$ cat config.mk
export PLATFORM = sky130hd
export DESIGN_NAME = ordered_queue_remove_by_key_unit
export DESIGN_NICKNAME = d
export VERILOG_FILES = /design/src/sv/oqrk_pkg.sv /design/src/sv/ordered_queue_remove_by_key_unit.sv /design/src/sv/oqrk_ram.sv
export SDC_FILE = /design/constraint.sdc
export NUM_CORES = 1
export LEC_CHECK = 0
export BUFFER_PORTS_ARGS = -buffer_cell sky130_fd_sc_hd__buf_2
export CAP_MARGIN = 20
export CELL_PAD_IN_SITES_DETAIL_PLACEMENT = 0
export CELL_PAD_IN_SITES_GLOBAL_PLACEMENT = 1
export CORE_MARGIN = 10
export CORE_UTILIZATION = 25
export DETAILED_ROUTE_END_ITERATION = 16
export PLACE_DENSITY = 0.39
export SLEW_MARGIN = 10
export SYNTH_ARGS = -nofsm -noshare
export SYNTH_HDL_FRONTEND = slang
export SYNTH_SLANG_ARGS = --single-unit
$ cat constraint.sdc
create_clock -name clock -period 4.3 [get_ports clock]
set_input_delay 0.43 -clock clock [delete_from_list [all_inputs] [get_ports clock]]
set_output_delay 0.43 -clock clock [all_outputs]
set_load 0.02 [all_outputs]
$ cat src/sv/oqrk_pkg.sv
// ============================================================================
// oqrk_pkg
// Shared sizes and codes for the ordered queue with remove by key.
// ============================================================================
package oqrk_pkg;

   // queue depth, legal range 2 to 64
   localparam int DEPTH    = 32;
   localparam int ADDR_W   = $clog2(DEPTH);
   localparam int CNT_W    = $clog2(DEPTH + 1);
   localparam int IDENT_W  = 32;
   localparam int MODE_W   = 2;
   localparam int STATUS_W = 3;

   // request modes
   localparam logic [MODE_W-1:0] MODE_ENQUEUE = 2'd0;
   localparam logic [MODE_W-1:0] MODE_REMOVE  = 2'd1;
   localparam logic [MODE_W-1:0] MODE_LIST    = 2'd2;

   // response status codes
   localparam logic [STATUS_W-1:0] ST_DONE     = 3'd0;
   localparam logic [STATUS_W-1:0] ST_FULL     = 3'd1;
   localparam logic [STATUS_W-1:0] ST_NOTFOUND = 3'd2;
   localparam logic [STATUS_W-1:0] ST_ENTRY    = 3'd3;
   localparam logic [STATUS_W-1:0] ST_EMPTY    = 3'd4;

endpackage

$ cat src/sv/ordered_queue_remove_by_key_unit.sv
// ============================================================================
// ordered_queue_remove_by_key_unit
// Arrival-ordered queue of identifiers with enqueue, remove-by-key and list.
// ============================================================================
// Usage:
//   A request word (req_mode, req_ident) is taken on a clock edge where start
//   is high and busy is low. Every request yields one or more response words,
//   each shown on rsp_* for exactly one cycle with rsp_valid high; rsp_last
//   marks the final word of a request. The receiver cannot stall: each word
//   is taken at the end of its cycle.
//   Enqueue, no-op, remove on an empty queue and list on an empty queue
//   answer in the cycle after acceptance and leave busy low, so one such
//   request can be taken every cycle.
//   Remove and list on a queue holding n entries sweep the slot memory once,
//   one read per cycle through its single read port; busy stays high, and no
//   new request is taken, until the last entry read has been handled. List
//   words come out one per cycle, head first. Remove compacts during the
//   same sweep by writing each later entry one slot lower. The sweep is
//   longest at the full depth of 32 entries.
//   Reset empties the queue at once; slot contents are not cleared since
//   only slots below the occupancy are ever read.
// ============================================================================
module ordered_queue_remove_by_key_unit (
   input  logic                                clock,
   input  logic                                reset,
   input  logic                                start,
   output logic                                busy,
   input  logic        [oqrk_pkg::MODE_W-1:0]   req_mode,
   input  logic signed [oqrk_pkg::IDENT_W-1:0]  req_ident,
   output logic                                rsp_valid,
   output logic        [oqrk_pkg::STATUS_W-1:0] rsp_status,
   output logic signed [oqrk_pkg::IDENT_W-1:0]  rsp_entry,
   output logic                                rsp_last
);

   import oqrk_pkg::*;

   typedef enum logic {
      S_IDLE,
      S_SWEEP
   } state_type;

   state_type                  state_ff, state_in;
   logic [MODE_W-1:0]          mode_ff, mode_in;
   logic [IDENT_W-1:0]         key_ff, key_in;
   logic [CNT_W-1:0]           occ_ff, occ_in;
   logic [CNT_W-1:0]           issue_ff, issue_in;
   logic                       pend_ff, pend_in;
   logic [ADDR_W-1:0]          pend_addr_ff, pend_addr_in;
   logic                       found_ff, found_in;
   logic                       rsp_valid_ff, rsp_valid_in;
   logic [STATUS_W-1:0]        rsp_status_ff, rsp_status_in;
   logic [IDENT_W-1:0]         rsp_entry_ff, rsp_entry_in;
   logic                       rsp_last_ff, rsp_last_in;

   logic                       wr_en;
   logic [ADDR_W-1:0]          wr_addr;
   logic [IDENT_W-1:0]         wr_data;
   logic                       rd_en;
   logic [ADDR_W-1:0]          rd_addr;
   logic [IDENT_W-1:0]         rd_data;

   logic [ADDR_W-1:0]          last_addr;
   logic                       is_last;
   logic                       match;

   oqrk_ram #(
      .DATA_W (IDENT_W),
      .DEPTH  (DEPTH)
   ) u_slots (
      .clock   (clock),
      .wr_en   (wr_en),
      .wr_addr (wr_addr),
      .wr_data (wr_data),
      .rd_en   (rd_en),
      .rd_addr (rd_addr),
      .rd_data (rd_data)
   );

   assign last_addr = ADDR_W'(occ_ff - CNT_W'(1));
   assign is_last   = (pend_addr_ff == last_addr);
   assign match     = (rd_data == key_ff);

   always_comb begin
      state_in      = state_ff;
      mode_in       = mode_ff;
      key_in        = key_ff;
      occ_in        = occ_ff;
      issue_in      = issue_ff;
      pend_in       = 1'b0;
      pend_addr_in  = pend_addr_ff;
      found_in      = found_ff;
      rsp_valid_in  = 1'b0;
      rsp_status_in = ST_DONE;
      rsp_entry_in  = '0;
      rsp_last_in   = 1'b1;
      wr_en         = 1'b0;
      wr_addr       = occ_ff[ADDR_W-1:0];
      wr_data       = req_ident;
      rd_en         = 1'b0;
      rd_addr       = issue_ff[ADDR_W-1:0];

      case (state_ff)
         S_IDLE: begin
            if (start) begin
               mode_in  = req_mode;
               key_in   = req_ident;
               issue_in = '0;
               found_in = 1'b0;
               case (req_mode)
                  MODE_ENQUEUE: begin
                     rsp_valid_in = 1'b1;
                     if (occ_ff == CNT_W'(DEPTH)) begin
                        rsp_status_in = ST_FULL;
                     end else begin
                        wr_en  = 1'b1;
                        occ_in = occ_ff + CNT_W'(1);
                     end
                  end
                  MODE_REMOVE: begin
                     if (occ_ff == '0) begin
                        rsp_valid_in  = 1'b1;
                        rsp_status_in = ST_NOTFOUND;
                     end else begin
                        state_in = S_SWEEP;
                     end
                  end
                  MODE_LIST: begin
                     if (occ_ff == '0) begin
                        rsp_valid_in  = 1'b1;
                        rsp_status_in = ST_EMPTY;
                     end else begin
                        state_in = S_SWEEP;
                     end
                  end
                  default: begin
                     rsp_valid_in = 1'b1;
                  end
               endcase
            end
         end
         S_SWEEP: begin
            // issue reads head to tail, one per cycle
            if (issue_ff < occ_ff) begin
               rd_en        = 1'b1;
               issue_in     = issue_ff + CNT_W'(1);
               pend_in      = 1'b1;
               pend_addr_in = issue_ff[ADDR_W-1:0];
            end
            if (pend_ff) begin
               if (mode_ff == MODE_LIST) begin
                  rsp_valid_in  = 1'b1;
                  rsp_status_in = ST_ENTRY;
                  rsp_entry_in  = rd_data;
                  rsp_last_in   = is_last;
               end else begin
                  // after the match, move each word one slot toward the head
                  if (found_ff) begin
                     wr_en   = 1'b1;
                     wr_addr = pend_addr_ff - ADDR_W'(1);
                     wr_data = rd_data;
                  end else if (match) begin
                     found_in = 1'b1;
                  end
                  if (is_last) begin
                     rsp_valid_in = 1'b1;
                     if (found_ff || match) begin
                        occ_in = occ_ff - CNT_W'(1);
                     end else begin
                        rsp_status_in = ST_NOTFOUND;
                     end
                  end
               end
               if (is_last) begin
                  state_in = S_IDLE;
               end
            end
         end
         default: begin
            state_in = S_IDLE;
         end
      endcase
   end

   always_ff @(posedge clock) begin
      if (reset) begin
         state_ff     <= S_IDLE;
         occ_ff       <= '0;
         pend_ff      <= 1'b0;
         found_ff     <= 1'b0;
         rsp_valid_ff <= 1'b0;
      end else begin
         state_ff     <= state_in;
         occ_ff       <= occ_in;
         pend_ff      <= pend_in;
         found_ff     <= found_in;
         rsp_valid_ff <= rsp_valid_in;
      end
      mode_ff       <= mode_in;
      key_ff        <= key_in;
      issue_ff      <= issue_in;
      pend_addr_ff  <= pend_addr_in;
      rsp_status_ff <= rsp_status_in;
      rsp_entry_ff  <= rsp_entry_in;
      rsp_last_ff   <= rsp_last_in;
   end

   assign busy       = (state_ff != S_IDLE);
   assign rsp_valid  = rsp_valid_ff;
   assign rsp_status = rsp_status_ff;
   assign rsp_entry  = rsp_entry_ff;
   assign rsp_last   = rsp_last_ff;

endmodule

$ cat src/sv/oqrk_ram.sv
// ============================================================================
// oqrk_ram
// Generic simple dual-port RAM: one write port, one read port, registered
// read data.
// ============================================================================
module oqrk_ram #(
   parameter int DATA_W = 32,
   parameter int DEPTH  = 32
) (
   input  logic                     clock,
   input  logic                     wr_en,
   input  logic [$clog2(DEPTH)-1:0] wr_addr,
   input  logic [DATA_W-1:0]        wr_data,
   input  logic                     rd_en,
   input  logic [$clog2(DEPTH)-1:0] rd_addr,
   output logic [DATA_W-1:0]        rd_data
);

   logic [DATA_W-1:0] mem_ff [DEPTH];
   logic [DATA_W-1:0] rd_data_ff;

   always_ff @(posedge clock) begin
      if (wr_en) begin
         mem_ff[wr_addr] <= wr_data;
      end
   end

   always_ff @(posedge clock) begin
      if (rd_en) begin
         rd_data_ff <= mem_ff[rd_addr];
      end
   end

   assign rd_data = rd_data_ff;

endmodule

==> results of run 1 <==
-- worst max-delay path: cells and delay by family (launching register included) --
family / cells / cell delay, ps
simple gates: 3 / 610
compound gates: 2 / 770
fa+ha+maj: 1 / 290
buf+inv: 3 / 990
flops: 1 / 520
-- layer usage --
layer / vias to the layer above / GRT usage
met2: 356 / 0.223
met5: - / 0
met3: 152 / 0.0261
li1: 8735 / -
met4: 0 / 0.0369
met1: 11200 / 0.169
-- worst min path at each step --
stage | startpoint | end | slack (ps) | cells after the start
3_5_place_dp | found_ff$_SDFFE_PP0P_ | found_ff$_SDFFE_PP0P_ | 500 | 2
2_1_floorplan | issue_ff[0]$_SDFFCE_PN0P_ | pend_addr_ff[0]$_DFFE_PP_ | 450 | 0
4_1_cts | req_ident[16] | key_ff[16]$_DFFE_PP_ | 340 | 2
5_1_grt | req_ident[16] | key_ff[16]$_DFFE_PP_ | 340 | 2
6_report | req_ident[16] | key_ff[16]$_DFFE_PP_ | 390 | 2
3_3_place_gp | found_ff$_SDFFE_PP0P_ | found_ff$_SDFFE_PP0P_ | 490 | 2
-- sequential cells by signal, indices dropped and copies added, names as in the netlist, 2 cells and up --
signal and flops:
u_slots.mem_ff 1024, key_ff 32, rsp_entry 32, u_slots.rd_data 32, issue_ff 6, occ_ff 6, pend_addr_ff 5, rsp_status 3
mode_ff 2
-- timing repair --
item | in CTS | in global routing
setup endpoints to repair | 0 | 0
endpoints found under the hold margin | 43 | 0
hold buffers | 36 | 0
-- kinds of logic after synthesis --
family,after synthesis,share of synthesized area
DFF,1147,0.770
and+or+nand+nor,242,0.0253
xor gates and xnor gates,46,0.00955
adders and majority gates,13,0.00369
muxes,357,0.173
AOI/OAI and AO/OA,44,0.00757
buffers and inverters,109,0.0112
-- area by class of cell --
type,instances,area share
flip-flops and latches,1147,0.639
multi-input cells,702,0.187
clock buffers,157,0.0642
well taps,2340,0.0550
repair buffers,235,0.0394
clock inverters,79,0.0151
inverters,14,0.000988
diodes,1,0.0000470
-- cells in the mapped netlist, drive strengths merged, types with 4 or more instances --
master  number
edfxtp    1101
mux4       320
nand2      110
clkbuf      51
nor2        50
dfxtp       46
buf         44
xor2        39
and2        36
mux2        35
inv         14
a21oi       13
ha          13
nand3        8
nor4         8
xnor2        7
nor3         6
nand4        5
nand2b       4
nor2b        4
-- stage by stage --
step	setup WS (ps)	cell area (um^2)
after floorplan	406	44100
after global placement	845	48500
after detailed placement	761	48500
after CTS	743	53100
after global routing	576	53200
final	722	53200
-- report_power, final --
| group | internal [mW] | switching (mW) |
|---|---|---|
| combinational | 0.447 | 0.571 |
| clock | 6.38 | 4.64 |
| sequential | 12.3 | 0.0268 |
==> results_dict.tcl, run 1 <==
set metrics [dict create \
    tritoncts "built" \
    p_leak_nw 16.6 \
    tightestPinTransition_ps 1150 \
    final_cell_mix "edfxtp_1 (1,101), mux4_2 (320), clkbuf_16 (132)" \
    cp-endpoint "u_slots.mem_ff[21][10]$_DFFE_PP_" \
    gr-usage-all-layers 0.131 \
    antenna_found_initial 1 \
    path_cells "inv_1, ha_1, nor3b_4, a31o_2, nor3_1, a32oi_1, buf_4, nor2_4, buf_4" \
    cp_slowest_stage_delay_ps 520 \
    final_util 0.302 \
    first_pass_iters 5 \
    wl_per_cell_um 27.2 \
    async_flop_share 0 \
    r2r-end "u_slots.mem_ff[21][10]$_DFFE_PP_" \
    multi_input_area_um2 9930 \
    place_inst 4396 \
    grt_pass1_vias 22200 \
    synth_seq_cells 1147 \
    met1_length_um 55700 \
    final-seq-area_um2 34000 \
    ios 75 \
    clk_latency_ps 770 \
    cts.repair.resized 0 \
    path_clk_slew_ps 60 \
    die_h_um 440 \
    hpwl_um 76100 \
    gp_congestion 0.699 \
    final_common_cell "edfxtp_1" \
    wl_met3_um 4520 \
    top_layer "met4" \
    start_util 0.251 \
    dr_wl_met2_um 63900 \
    nets 2282 \
    ctsRootBufferMaster "clkbuf_16" \
    syn-num-nets 2008 \
    synth.distinct_cells 50 \
    report.final.slew_viol_count 0 \
    crit_type "register to register" \
    yosys.area.top_type "edfxtp_1" \
    postRouteAntennaNets 0 \
    synth_top_area_share 0.749 \
    period_share 0.832 \
    cts_setup_buffers 0 \
    slew-limit-headroom 0.235 \
    worstReg2RegStart "occ_ff[1]$_SDFFE_PP0P_" \
    io_buffers 74 \
    fill_cells 17000 \
    cts_buffer_depth 3 \
    reg2reg_depth 9 \
    area_growth_pct 20.6 \
    path_common_cell "buf_4" \
    drt-total-wl_um 127000 \
    period_minus_slack_ps 3580 \
    skew_ps 22.7 \
    first_iter_violations 1427 \
    cp_slowest_cell "dfxtp_1" \
    grt_pass1_wl_um 178000 \
    synth-main-ff-cell "edfxtp_1" \
    drive_gt1_frac 0.336 \
    viasPerCell 4.38 \
    synth.avg_cell_area_um2 22.5 \
    p_per_area_nw_per_um2 458 \
    worstPathMaxFanout 23 \
    final-hold-violation-count 0 \
    start_kind "register" \
    synth-edff-count 1101 \
    whs_ps 390 \
    post-route-drc-count 0 \
    setup_viol 0 \
    startpoint "occ_ff[1]$_SDFFE_PP0P_" \
    cp_data_required_time_ps 4700 \
    die_area_um2 194000 \
    final_cells 4675 \
    via_count 20500 \
    cts_buffers 132 \
    h-tree-depth 4 \
    syn-instance-count 1958 \
    yosysSeqAreaShare 0.770 \
    finalSetupTns_ps 0 \
    arrival_ps 3980 \
    rsz0062_at_grt "false" \
    max_cap_violations 0 \
    fmax_mhz 279 \
    hp-class "input pin to register" \
    netlist_top_cells_area "edfxtp_1 (75%), mux4_2 (16%), dfxtp_1 (2.1%)" \
    total_power_mw 24.4 \
    rows 154 \
    yosys_warnings 0 \
    outcome "completed" \
    netlist_area_um2 44100 \
    grt_overflow_total 0 \
    grt_max_degree 78 \
    peakVddDrop_uv 380 \
    cts.sinks 1147 \
    r2r_slack_ps 720 \
    fp.dieW_um 440 \
    core_um2 176000 \
    worst_setup_path_end_kind "register" \
]
(Power assumes the default switching activity.)
==> run 2: changes to the inputs <==
==> constraint.sdc (replaced) <==
create_clock -name clock -period 3.4 [get_ports clock]
set_input_delay 0.34 -clock clock [delete_from_list [all_inputs] [get_ports clock]]
set_output_delay 0.34 -clock clock [all_outputs]
set_load 0.02 [all_outputs]
==> run 2 against run 1 <==
Effect of this change: register-to-register slack lost 420 ps; setup slack lost 420 ps; fmax grew 15%; sequential power grew 27%; sequential share of layout area shrank 0.43 points; die area is the same; wire length grew 9.1%; highest routed layer unchanged; design area grew 0.68%; core utilization grew 0.21 points; combinational power grew 40%; sequential cell count is the same.
==> results_dict.tcl, run 2 (synthesis gave the netlist of run 1 again) <==
set metrics [dict create \
    worstReg2RegStart "occ_ff[0]$_SDFFE_PP0P_" \
    postRouteAntennaNets 0 \
    cts_setup_buffers 0 \
    tightestPinTransition_ps 1060 \
    start_util 0.251 \
    whs_ps 312 \
    nets 2305 \
    report.final.slew_viol_count 0 \
    cp_data_required_time_ps 3800 \
    h-tree-depth 4 \
    tritoncts "built" \
    die_area_um2 194000 \
    period_share 0.912 \
    hp-class "input pin to register" \
    cts_buffer_depth 3 \
    skew_ps 35.2 \
    fp.dieW_um 440 \
    cts_buffers 136 \
    post-route-drc-count 0 \
    setup_slack_ps 301 \
    cts.sinks 1147 \
    top_register "u_slots.mem_ff" \
    largest_reg_flops 1024 \
    final_cell_mix "edfxtp_1 (1,101), mux4_2 (320), clkbuf_16 (139)" \
    arrival_ps 3500 \
    io_buffers 74 \
    gr-usage-all-layers 0.143 \
    hpwl_um 86100 \
    grt_max_degree 73 \
    peakVddDrop_uv 467 \
    gp_congestion 0.739 \
    reg2reg_depth 9 \
    p_per_area_nw_per_um2 576 \
    wl_met3_um 4360 \
    rows 154 \
    top_layer "met4" \
    final_common_cell "edfxtp_1" \
    ctsRootBufferMaster "clkbuf_16" \
    rsz0062_at_grt "false" \
    core_um2 176000 \
    r2r_slack_ps 300 \
    grt_overflow_total 0 \
    path_clk_slew_ps 60 \
    crit_type "register to register" \
    clk_latency_ps 770 \
    hold_end "key_ff[29]$_DFFE_PP_" \
    grt_pass1_wl_um 192000 \
    antenna_found_initial 6 \
    dr_wl_met2_um 72600 \
    drt-total-wl_um 139000 \
    min_path_cells 2 \
    first_iter_violations 1617 \
    start_kind "register" \
    drive_gt1_frac 0.337 \
    hold_start "req_ident[29]" \
    slew-limit-headroom 0.288 \
    p_leak_nw 16.7 \
    grt_pass1_vias 22800 \
    via_count 21000 \
    worstPathMaxFanout 19 \
    first_pass_iters 5 \
    r2r-end "u_slots.mem_ff[22][15]$_DFFE_PP_" \
    outcome "completed" \
    period_minus_slack_ps 3100 \
    worst_setup_path_end_kind "register" \
    fmax_mhz 323 \
    pre_cts_ws_ps 265 \
    cts.repair.resized 0 \
    max_cap_violations 0 \
    die_h_um 440 \
    total_power_mw 30.8 \
    final-hold-violation-count 0 \
    area_growth_pct 21.4 \
    ios 75 \
    wl_per_cell_um 29.5 \
    met1_length_um 59100 \
    viasPerCell 4.47 \
    startpoint "occ_ff[0]$_SDFFE_PP0P_" \
    setup_viol 0 \
]
## run 2: cell count changes in the layout (fill, tap and decap cells not counted), moves of 4 or more
cell	before	now
buf_12	28	53
buf_8	7	0
clkbuf_16	132	139
clkinv_1	30	36
bufinv_16	11	6
clkbuf_1	23	27
## run 2: worst max-delay path, cell delays in order (launching register included)
cell     delay, ps
dfxtp_1        450
inv_1          140
ha_1           300
nor3b_4        200
a31o_2         310
nor2_1         360
a31oi_2        170
buf_4          240
nor2_4         140
buf_4          350
## run 2: worst max path at each step
stage	end	slack, ps	depth (start not counted)
6_report	u_slots.mem_ff[22][15]$_DFFE_PP_	300	9
3_5_place_dp	occ_ff[3]$_SDFFE_PP0P_	260	6
3_3_place_gp	occ_ff[3]$_SDFFE_PP0P_	240	6
2_1_floorplan	u_slots.mem_ff[10][0]$_DFFE_PP_	-290	6
5_1_grt	u_slots.mem_ff[23][3]$_DFFE_PP_	120	9
4_1_cts	occ_ff[2]$_SDFFE_PP0P_	280	6
## run 2: cell type report
type,instances,area (um^2)
Fill cell,16900,122000
Sequential cell,1147,34000
Multi-Input combinational cell,702,9930
Clock buffer,166,3580
Tap cell,2340,2930
Timing Repair Buffer,254,2480
Clock inverter,72,614
Inverter,14,52.6
Antenna cell,3,7.51
## run 2: timing repair
item                                    in CTS  in global routing
hold endpoints to repair                    53                  0
hold buffers                                37                  0
endpoints found under the setup margin       0                  0
## run 2: report_power, final
part	leakage, nW	internal [mW]	switching [mW]
clock	2.04	7.97	5.89
sequential	10.3	15.5	0.0258
combinational	4.36	0.578	0.848
## run 2: routing by layer
| metal | up-vias | track usage |
|---|---|---|
| li1 | 8804 | - |
| met1 | 11700 | 0.181 |
| met2 | 370 | 0.254 |
| met3 | 157 | 0.0225 |
| met4 | 0 | 0.0343 |
| met5 | - | 0 |
## run 2: per-stage QoR
step,TNS [ps],cell area (um^2),utilization,std cells
global placement,0,49000,0.279,4419
global route,0,53600,0.305,4696
finish,0,53600,0.305,4698
CTS,0,53600,0.304,4695
floorplan,-114400,44200,-,1958
detailed placement,0,49000,0.279,4420
